## config.mk

```make
export PLATFORM = sky130hd
export DESIGN_NAME = gbl_cfg_regs
export DESIGN_NICKNAME = d
export VERILOG_FILES = /design/src/rtl/gbl_pkg.sv /design/src/rtl/gbl_cfg_regs.sv
export SDC_FILE = /design/constraint.sdc
export NUM_CORES = 1
export LEC_CHECK = 0
export BUFFER_PORTS_ARGS = -buffer_cell sky130_fd_sc_hd__buf_4
export CAP_MARGIN = 20
export CORE_ASPECT_RATIO = 0.9
export CORE_UTILIZATION = 30
export DETAILED_ROUTE_END_ITERATION = 8
export PLACE_DENSITY_LB_ADDON = 0.08
export SETUP_SLACK_MARGIN = 0.4
export SLEW_MARGIN = 20
export SYNTH_ARGS = -nofsm -noshare
export SYNTH_HDL_FRONTEND = slang
export SYNTH_SLANG_ARGS = --single-unit
```

## constraint.sdc

```tcl
create_clock -name aclk -period 3.25 [get_ports aclk]
set_clock_uncertainty 0.05 [all_clocks]
set_input_delay 0.8125 -clock aclk [delete_from_list [all_inputs] [get_ports aclk]]
set_output_delay 0.8125 -clock aclk [all_outputs]
set_load 0.01 [all_outputs]
```

## src/rtl/gbl_pkg.sv

```systemverilog
package gbl_pkg;

    localparam int LIMIT_W     = 32;
    localparam int ALPHA_W     = 16;
    localparam int COUNT_W     = 13;
    localparam int BIAS_W      = 32;
    localparam int ALPHA_SHIFT = 16;
    localparam int CFG_IDX_W   = 2;
    localparam int CFG_DATA_W  = 32;

    localparam logic [CFG_IDX_W-1:0] REG_ACCEL_LIMIT = 2'd0;
    localparam logic [CFG_IDX_W-1:0] REG_GYRO_LIMIT  = 2'd1;
    localparam logic [CFG_IDX_W-1:0] REG_ALPHA       = 2'd2;
    localparam logic [CFG_IDX_W-1:0] REG_SETTLE      = 2'd3;

    localparam logic [LIMIT_W-1:0] ACCEL_LIMIT_RST = 32'd41943;
    localparam logic [LIMIT_W-1:0] GYRO_LIMIT_RST  = 32'd141250;
    localparam logic [ALPHA_W-1:0] ALPHA_RST       = 16'd3277;
    localparam logic [COUNT_W-1:0] SETTLE_RST      = 13'd200;

    typedef struct packed {
        logic [LIMIT_W-1:0] accel_limit;
        logic [LIMIT_W-1:0] gyro_limit;
        logic [ALPHA_W-1:0] alpha;
        logic [COUNT_W-1:0] settle;
    } cfg_t;

    typedef struct packed {
        logic still_seen;
        logic bias_valid;
    } flags_t;

endpackage

```

## src/rtl/gbl_cfg_regs.sv

```systemverilog
module gbl_cfg_regs (
    input  logic                               aclk,
    input  logic                               aresetn,
    input  logic                               wr_en,
    input  logic [gbl_pkg::CFG_IDX_W-1:0]      wr_index,
    input  logic [gbl_pkg::CFG_DATA_W-1:0]     wr_data,
    output gbl_pkg::cfg_t                      cfg
);

    gbl_pkg::cfg_t cfg_reg;
    gbl_pkg::cfg_t cfg_next;

    always_comb begin
        cfg_next = cfg_reg;
        if (wr_en) begin
            unique case (wr_index)
                gbl_pkg::REG_ACCEL_LIMIT: cfg_next.accel_limit = wr_data;
                gbl_pkg::REG_GYRO_LIMIT:  cfg_next.gyro_limit  = wr_data;
                gbl_pkg::REG_ALPHA:       cfg_next.alpha  = wr_data[gbl_pkg::ALPHA_W-1:0];
                gbl_pkg::REG_SETTLE:      cfg_next.settle = wr_data[gbl_pkg::COUNT_W-1:0];
                default:                  cfg_next = cfg_reg;
            endcase
        end
    end

    always_ff @(posedge aclk) begin
        if (!aresetn) begin
            cfg_reg.accel_limit <= gbl_pkg::ACCEL_LIMIT_RST;
            cfg_reg.gyro_limit  <= gbl_pkg::GYRO_LIMIT_RST;
            cfg_reg.alpha       <= gbl_pkg::ALPHA_RST;
            cfg_reg.settle      <= gbl_pkg::SETTLE_RST;
        end else begin
            cfg_reg <= cfg_next;
        end
    end

    assign cfg = cfg_reg;

endmodule

```

==> flow_metrics.env <==
export IMPL_async_reset_ff_share_pct=0
export IMPL_hp_class="reg -> reg"
export IMPL_cp_num_buf_inv=2
export IMPL_antennaDiodeCount=0
export IMPL_cts_tree="built"
export IMPL_place_congestion=0.679
export IMPL_cts_resized=0
export IMPL_leakagePower_uw=0.00232
export IMPL_fp_dieH_um=107
export IMPL_seqCellArea_um2=1860
export IMPL_ant_nets=0
export IMPL_num_io_pins=130
export IMPL_synth_yosys_seq_area_share_pct=50.4
export IMPL_insertion_delay_ns=0.33
export IMPL_cts_max_path_buffers=2
export IMPL_maxCapViolCount=0
export IMPL_setup_worst_path_end_class="flop"
export IMPL_nets=510
export IMPL_grt_use_total_pct=14.6
export IMPL_avgSynthCellArea_um2=10.3
export IMPL_htree_levels=3
export IMPL_multiInputGateArea_um2=1610
export IMPL_worst_pin_slew_ns=0.754
export IMPL_synth_area_um2=3690
export IMPL_clock_fmax_mhz=536
export IMPL_synth_edff_count=0
export IMPL_rsz0062_at_grt="no"
export IMPL_hold_viol_final=0
export IMPL_numPortBuffers=129
export IMPL_vdd_drop_max_mv=0.250
export IMPL_postCtsHoldBufs=0
export IMPL_die_area_um2=12800
export IMPL_period_needed_ns=1.87
export IMPL_rr_worst_depth=2
export IMPL_synth_cell_types=20
export IMPL_ys_ff_latch=93
export IMPL_min_period_over_period_pct=57.4
export IMPL_start_util_pct=30.7
export IMPL_crit_family="buffers and inverters"
export IMPL_die_w_um=119
export IMPL_power_uw=2460
export IMPL_fillCellCount=1186
export IMPL_rows=38
export IMPL_finalMaxSlewViolations=0
export IMPL_powerDensity_nw_per_um2=492
export IMPL_wirelength_um=9050
export IMPL_post_cts_buffers=0
export IMPL_hold_depth=2
export IMPL_antenna_found_initial=0
export IMPL_cts_num_sinks=93
export IMPL_cp_common_cell="buf_4"
export IMPL_clock_root_buffer="clkbuf_16"
export IMPL_worst_r2r_setup_slack_ns=2.55
export IMPL_slew_headroom_pct=49.6
export IMPL_synth_common_cells="nand2_1 (95), dfxtp_1 (93), mux2i_1 (89)"
export IMPL_critPathLaunchType="input port"
export IMPL_min_from="cfg[22]"
export IMPL_numCtsBuffers=9
export IMPL_cts_clk_slew_worst_paths_ns=0.06
export IMPL_yosys_top_cells_area="dfxtp_1 (50%), mux2i_1 (24%), nand2_1 (9.7%)"
export IMPL_grt_ovfl_total=0
export IMPL_hpwl_um=6160
export IMPL_syn_inst=358
export IMPL_grt_pass1_wl_um=14300
export IMPL_largest_reg_flops=93
export IMPL_r2r_end="cfg[19]"
export IMPL_drive_gt1_share_pct=31.8
export IMPL_dr_pass1_iters=4
export IMPL_critPathMaxStageDelay_ns=0.54
export IMPL_crit_slowest_cell="buf_4"
export IMPL_synthFlopType="dfxtp_1"
export IMPL_grt_max_degree=77
export IMPL_yosysWarnings=0
export IMPL_core_um2=12000
export IMPL_yosysTopAreaCell="dfxtp_1"
export IMPL_wl_per_cell_um=14.2
export IMPL_drc=0
export IMPL_vias_per_cell=4.26
export IMPL_report_final_setup_viol=0
export IMPL_netlist_area_leader_share_pct=50.4
export IMPL_synth_most_common_cell="nand2_1"
export IMPL_r2r_start="cfg[19]"
export IMPL_worstPathRequired_ns=3.39
export IMPL_hold_slack_ns=0.408
export IMPL_path_cells="buf_4, buf_4, nor2b_1, mux2i_1"
export IMPL_grt_pass1_vias=2743
export IMPL_drtIter0Drc=139
export IMPL_cp_arrival_ns=2.01
export IMPL_setup_worst_path_class="in -> reg"
export IMPL_final_setup_tns_ns=0
export IMPL_area_growth_pct=35.1
export IMPL_cp_num_cells=4
export IMPL_hold_path_end="cfg[22]"
export IMPL_num_vias=2720
export IMPL_path_max_fanout=76
export IMPL_synth_nets=395
export IMPL_status="complete, no violations"
-- through the flow --
stage	setup WS [ns]	utilization (%)	std cells	area, um^2
after floorplan	1.54	-	358	3690
after global placement	1.03	39.2	622	4710
after detailed placement	1.02	39.2	622	4710
after CTS	1.38	41.5	638	4990
after global routing	1.23	41.5	638	4990
final	1.38	41.5	638	4990
-- placed cells by master, fill, tap and decap left out, types with 2 or more instances in the layout --
master / netlist / final
o211ai_1: 3 / 3
inv_1: 4 / 4
mux2i_1: 89 / 89
nor2b_1: 34 / 34
clkinvlp_4: 0 / 2
buf_12: 1 / 2
or4bb_1: 2 / 2
buf_4: 2 / 131
nand2_1: 95 / 95
dfxtp_1: 93 / 93
clkbuf_16: 0 / 9
clkbuf_1: 6 / 2
clkbuf_8: 0 / 2
nand4b_1: 2 / 2
-- layer usage --
layer	wire, um	global-route usage, %	vias to the layer above
met5	0	0	-
met4	85	4.88	0
met3	640	5.83	8
met2	4170	23.1	73
met1	4150	18.0	1237
li1	-	-	1402
-- tightest hold or removal path, stage by stage, from the launching register on --
cell and delay [ns]:
dfxtp_1 0.30, nand2_1 0.05, mux2i_1 0.05
-- worst max-delay path by stage --
stage	from	endpoint	slack, ns
2_1_floorplan	wr_index[0]	cfg[66]	1.54
3_3_place_gp	aresetn	cfg[13]	1.03
4_1_cts	aresetn	cfg[13]	1.38
3_5_place_dp	aresetn	cfg[13]	1.02
6_report	aresetn	cfg[13]	1.38
5_1_grt	aresetn	cfg[13]	1.23
-- power by group --
part           internal [uW]  switching [uW]
clock                    560             430
combinational            132             130
sequential              1180            22.0
total                   1870             582
-- final cells by class --
| cell class | count | area share, % |
|---|---|---|
| clock buffers | 13 | 5.21 |
| clock inverters | 3 | 0.401 |
| well taps | 160 | 4.01 |
| inverters | 4 | 0.301 |
| flip-flops and latches | 93 | 37.3 |
| repair buffers | 133 | 20.5 |
| multi-input cells | 232 | 32.3 |
-- cell families (layout without fill, tap and decap cells) --
logic type	Yosys count	after routing	share of synthesized area [%]
AOI/OAI and AO/OA	4	4	0.948
DFF	93	93	50.4
buffers and inverters	33	153	6.20
and+or+nand+nor	139	139	18.4
muxes	89	89	24.1
Note: power is estimated with default switching activity, not from simulation.
