===== src/rtl/gbl_pkg.sv =====
package gbl_pkg;

    localparam int LIMIT_W     = 32;
    localparam int ALPHA_W     = 16;
    localparam int COUNT_W     = 13;
    localparam int BIAS_W      = 32;
    localparam int ALPHA_SHIFT = 16;
    localparam int CFG_IDX_W   = 2;
    localparam int CFG_DATA_W  = 32;

    localparam logic [CFG_IDX_W-1:0] REG_ACCEL_LIMIT = 2'd0;
    localparam logic [CFG_IDX_W-1:0] REG_GYRO_LIMIT  = 2'd1;
    localparam logic [CFG_IDX_W-1:0] REG_ALPHA       = 2'd2;
    localparam logic [CFG_IDX_W-1:0] REG_SETTLE      = 2'd3;

    localparam logic [LIMIT_W-1:0] ACCEL_LIMIT_RST = 32'd41943;
    localparam logic [LIMIT_W-1:0] GYRO_LIMIT_RST  = 32'd141250;
    localparam logic [ALPHA_W-1:0] ALPHA_RST       = 16'd3277;
    localparam logic [COUNT_W-1:0] SETTLE_RST      = 13'd200;

    typedef struct packed {
        logic [LIMIT_W-1:0] accel_limit;
        logic [LIMIT_W-1:0] gyro_limit;
        logic [ALPHA_W-1:0] alpha;
        logic [COUNT_W-1:0] settle;
    } cfg_t;

    typedef struct packed {
        logic still_seen;
        logic bias_valid;
    } flags_t;

endpackage


===== src/rtl/gbl_still_detect.sv =====
module gbl_still_detect #(
    parameter int SAMPLE_BITS = 16
) (
    input  logic                          aclk,
    input  logic                          aresetn,
    input  logic                          advance,
    input  logic [2:0][SAMPLE_BITS-1:0]   accel,
    input  logic [2:0][SAMPLE_BITS-1:0]   gyro,
    input  logic [gbl_pkg::LIMIT_W-1:0]   accel_limit,
    input  logic [gbl_pkg::LIMIT_W-1:0]   gyro_limit,
    output logic                          still
);

    localparam int S    = SAMPLE_BITS;
    localparam int SQ_W = (2 * S + 2 > gbl_pkg::LIMIT_W) ? 2 * S + 2 : gbl_pkg::LIMIT_W;

    logic [2:0][S-1:0]    last_accel_reg;
    logic signed [S-1:0]  acc_s  [3];
    logic signed [S-1:0]  last_s [3];
    logic signed [S-1:0]  gyr_s  [3];
    logic signed [S:0]    diff   [3];
    logic signed [2*S+1:0] diff_sq [3];
    logic signed [2*S-1:0] gyro_sq [3];
    logic [SQ_W-1:0]      dsq_sum;
    logic [SQ_W-1:0]      gsq_sum;

    always_comb begin
        for (int i = 0; i < 3; i++) begin
            acc_s[i]   = accel[i];
            last_s[i]  = last_accel_reg[i];
            gyr_s[i]   = gyro[i];
            diff[i]    = (S+1)'(last_s[i]) - (S+1)'(acc_s[i]);
            diff_sq[i] = diff[i] * diff[i];
            gyro_sq[i] = gyr_s[i] * gyr_s[i];
        end
        dsq_sum = SQ_W'($unsigned(diff_sq[0])) + SQ_W'($unsigned(diff_sq[1]))
                + SQ_W'($unsigned(diff_sq[2]));
        gsq_sum = SQ_W'($unsigned(gyro_sq[0])) + SQ_W'($unsigned(gyro_sq[1]))
                + SQ_W'($unsigned(gyro_sq[2]));
        still   = (dsq_sum < SQ_W'(accel_limit)) && (gsq_sum < SQ_W'(gyro_limit));
    end

    always_ff @(posedge aclk) begin
        if (!aresetn) begin
            last_accel_reg <= '0;
        end else if (advance) begin
            last_accel_reg <= accel;
        end
    end

endmodule


===== config.mk =====
export PLATFORM = sky130hd
export DESIGN_NAME = gbl_still_detect
export DESIGN_NICKNAME = d
export VERILOG_FILES = /design/src/rtl/gbl_pkg.sv /design/src/rtl/gbl_still_detect.sv
export SDC_FILE = /design/constraint.sdc
export NUM_CORES = 2
export LEC_CHECK = 0
export ABC_AREA = 1
export BUFFER_PORTS_ARGS = -buffer_cell sky130_fd_sc_hd__buf_2
export CORE_MARGIN = 10
export CORE_UTILIZATION = 66
export DETAILED_ROUTE_END_ITERATION = 12
export GPL_TIMING_DRIVEN = 0
export PLACE_DENSITY_LB_ADDON = 0.3
export SLEW_MARGIN = 10
export SYNTH_ARGS = -nofsm -noshare
export SYNTH_HDL_FRONTEND = slang
export SYNTH_SLANG_ARGS = --single-unit

===== constraint.sdc =====
create_clock -name aclk -period 34.1 [get_ports aclk]
set_clock_uncertainty 0.2 [all_clocks]
set_input_delay 1.705 -clock aclk [delete_from_list [all_inputs] [get_ports aclk]]
set_output_delay 1.705 -clock aclk [all_outputs]
set_load 0.1 [all_outputs]

==> results_dict.tcl <==
set metrics [dict create \
    ys_seq_area_share_pct 1.48 \
    vias 48300 \
    ctsHtreeMaxLevel 2 \
    grt_setup_unrepaired "no" \
    syn-num-nets 10100 \
    slew_headroom_pct 8.12 \
    crit_path_end_kind "output port" \
    hp-class "reg2reg" \
    slew_viol_final 0 \
    overflow 0 \
    ctsResizeCount 0 \
    cts_tree "yes" \
    synth-compound-area-share_pct 4.90 \
    synth_edf_count 0 \
    synth_xor_area_share_pct 2.98 \
    min_period_over_period_pct 45.9 \
    antenna_found_initial 1 \
    syn2layout_area_growth_pct 3.74 \
    cp-startpoint "accel[16]" \
    start_kind "primary input" \
    design.core.area_um2 98000 \
    nNetsFinal 10200 \
    hold_depth 2 \
    synth-simple-area-share_pct 10.9 \
    numCtsBuffers 5 \
    min_from "last_accel_reg[32]" \
    reg2reg_depth 2 \
    synth.distinct_cells 62 \
    clk_latency_ns 0.29 \
    post_cts_buffers 0 \
    ant_nets 0 \
    rr_endpoint "last_accel_reg[46]" \
    synth_top_family_by_area "adder cells" \
    maxCapViolCount 0 \
    ctsHoldBuffers 0 \
    ios 164 \
    cpLargestDelayFamily "adder cells" \
    path_depth 51 \
    wire_per_inst_um 18.6 \
    finalWirelength_um 169000 \
    synth_top_area_cell "fa_1" \
    grt_pass1_wl_um 277000 \
    grt_max_degree 16 \
    drc 0 \
    muxShareOfSynthArea_pct 0 \
    largest_reg_flops 48 \
    crit_buf_inv 11 \
    synth_fa_ha_area_share_pct 63.2 \
    rows 115 \
    crit_slowest_cell "fa_1" \
    worstSetupPathType "in2out" \
    arrival_ns 13.75 \
    cp_max_fo 15 \
    clkTransAtPathRegs_ns 0.07 \
    reg2reg_slack_ns 33.16 \
    max_freq_mhz 63.9 \
    synthCells 7660 \
    initial_core_util_pct 66.3 \
    die_h_um 334 \
    status "finished clean" \
    slowest_delay_ns 0.66 \
    clk_path_buf_depth 2 \
    period_minus_slack_ns 15.65 \
    grt.total_usage_pct 31.5 \
    drt_first_pass_iters 6 \
    final_layout_size_suffix_gt1_share_pct 3.49 \
    drt_iter0_drc 3672 \
    ys_seq_elements 48 \
    required_ns 32.19 \
    syn_area_per_cell_um2 8.49 \
    setup_viol 0 \
    synth_area_um2 65000 \
    n_fill_cell 8112 \
    grt_pass1_vias 53300 \
    clkSinkCount 48 \
    synth.top_cell.area_share_pct 51.9 \
    hold_viol_final 0 \
    routed_via_density 5.31 \
    die_w_um 334 \
    fin_setup_tns_ns 0 \
    synthTopCellsByArea "fa_1, inv_1, ha_1" \
    yosysWarnings 0 \
    clockRootBuffer "clkbuf_16" \
    whs_endpoint "last_accel_reg[32]" \
    synthArstFlopShare_pct 0 \
    place_congestion 1.04 \
    synth-main-ff-cell "dfxtp_1" \
    reg2reg_from "last_accel_reg[46]" \
    place_hpwl_um 156000 \
    die_area_um2 111000 \
    port_buffers 133 \
    worst_pin_slew_ns 1.37 \
]
## cells in the final DEF, fill, tap and decap left out, types with 113 or more instances in the layout
cell type / Yosys / final
inv_1: 2651 / 2651
fa_1: 1685 / 1685
nand2_1: 1064 / 1064
ha_1: 588 / 588
nor2_1: 426 / 425
a21oi_1: 274 / 274
buf_2: 16 / 149
o21ai_0: 136 / 136
clkbuf_1: 127 / 127
xor2_1: 113 / 113
## final cells by class
type / instances / area, µm² / share of cell area [%]
timing repair buffer: 134 / 681 / 1.01
inverter: 2672 / 10000 / 14.9
buffer: 159 / 699 / 1.04
clock inverter: 2 / 12.5 / 0.0186
clock buffer: 5 / 125 / 0.186
sequential: 48 / 961 / 1.43
multi-input combinational: 4781 / 53300 / 79.1
tap: 1287 / 1610 / 2.39
antenna: 1 / 2.50 / 0.00371
## cell usage after synthesis (3+ instances only)
| library cell | n |
|---|---|
| a211oi_1 | 6 |
| a21boi_0 | 4 |
| a21o_1 | 34 |
| a21oi_1 | 274 |
| a221oi_1 | 6 |
| a31o_2 | 7 |
| a31oi_1 | 30 |
| and3_1 | 3 |
| buf_2 | 16 |
| buf_4 | 6 |
| buf_6 | 8 |
| clkbuf_1 | 127 |
| clkinv_1 | 4 |
| dfxtp_1 | 48 |
| fa_1 | 1685 |
| ha_1 | 588 |
| inv_1 | 2651 |
| inv_2 | 16 |
| nand2_1 | 1064 |
| nand2_2 | 7 |
| nand3_1 | 92 |
| nand3b_1 | 3 |
| nand4_1 | 27 |
| nor2_1 | 426 |
| nor2_4 | 19 |
| nor3_1 | 44 |
| nor4_1 | 8 |
| o211ai_1 | 4 |
| o21a_1 | 5 |
| o21ai_0 | 136 |
| o21ai_1 | 9 |
| o21bai_1 | 24 |
| o221a_2 | 3 |
| o31ai_1 | 10 |
| or2_2 | 27 |
| xnor2_1 | 88 |
| xor2_1 | 113 |
| xor2_4 | 4 |
## per-layer routing
layer	global-route usage (%)	wire, µm	vias up	part of all wire, %
met1	39.9	65000	24100	38
met4	12.4	8550	0	5.0
met3	4.01	11900	401	7.0
li1	-	-	22000	-
met5	0	0	-	0
met2	54.7	83900	1851	50
## metrics by stage
step           worst slack, ns  hold WS (ns)  std cells  area [µm²]  util [%]
2_1_floorplan            19.69         0.237       7660       65000         -
3_3_place_gp             17.82         0.248       9080       67300      68.7
3_5_place_dp             18.60         0.266       9081       67300      68.7
4_1_cts                  18.51         0.279       9088       67400      68.8
5_1_grt                  17.79         0.304       9089       67400      68.8
6_report                 18.45         0.275       9089       67400      68.8
## how the worst max path moves through the flow
| stage | to | slack, ns |
|---|---|---|
| after detailed placement | still | 18.60 |
| after global placement | still | 17.82 |
| after CTS | still | 18.51 |
| final | still | 18.45 |
| after global routing | still | 17.79 |
| after floorplan | still | 19.69 |
## worst reg2reg max path: stages (launching register included)
cell and delay (ns):
dfxtp_1 0.32, o21ai_0 0.20, a21oi_1 0.08
## kinds of logic after synthesis
| kind of cell | count (synthesis) |
|---|---|
| buffers and inverters | 2831 |
| adder cells (fa/ha/maj) | 2273 |
| AND/OR/NAND/NOR | 1737 |
| AO/OA/AOI/OAI | 562 |
| XOR/XNOR | 209 |
| flip-flops | 48 |
Power is not shown: default switching activity piles up to over one toggle a cycle in this logic, so the estimate is an artifact.
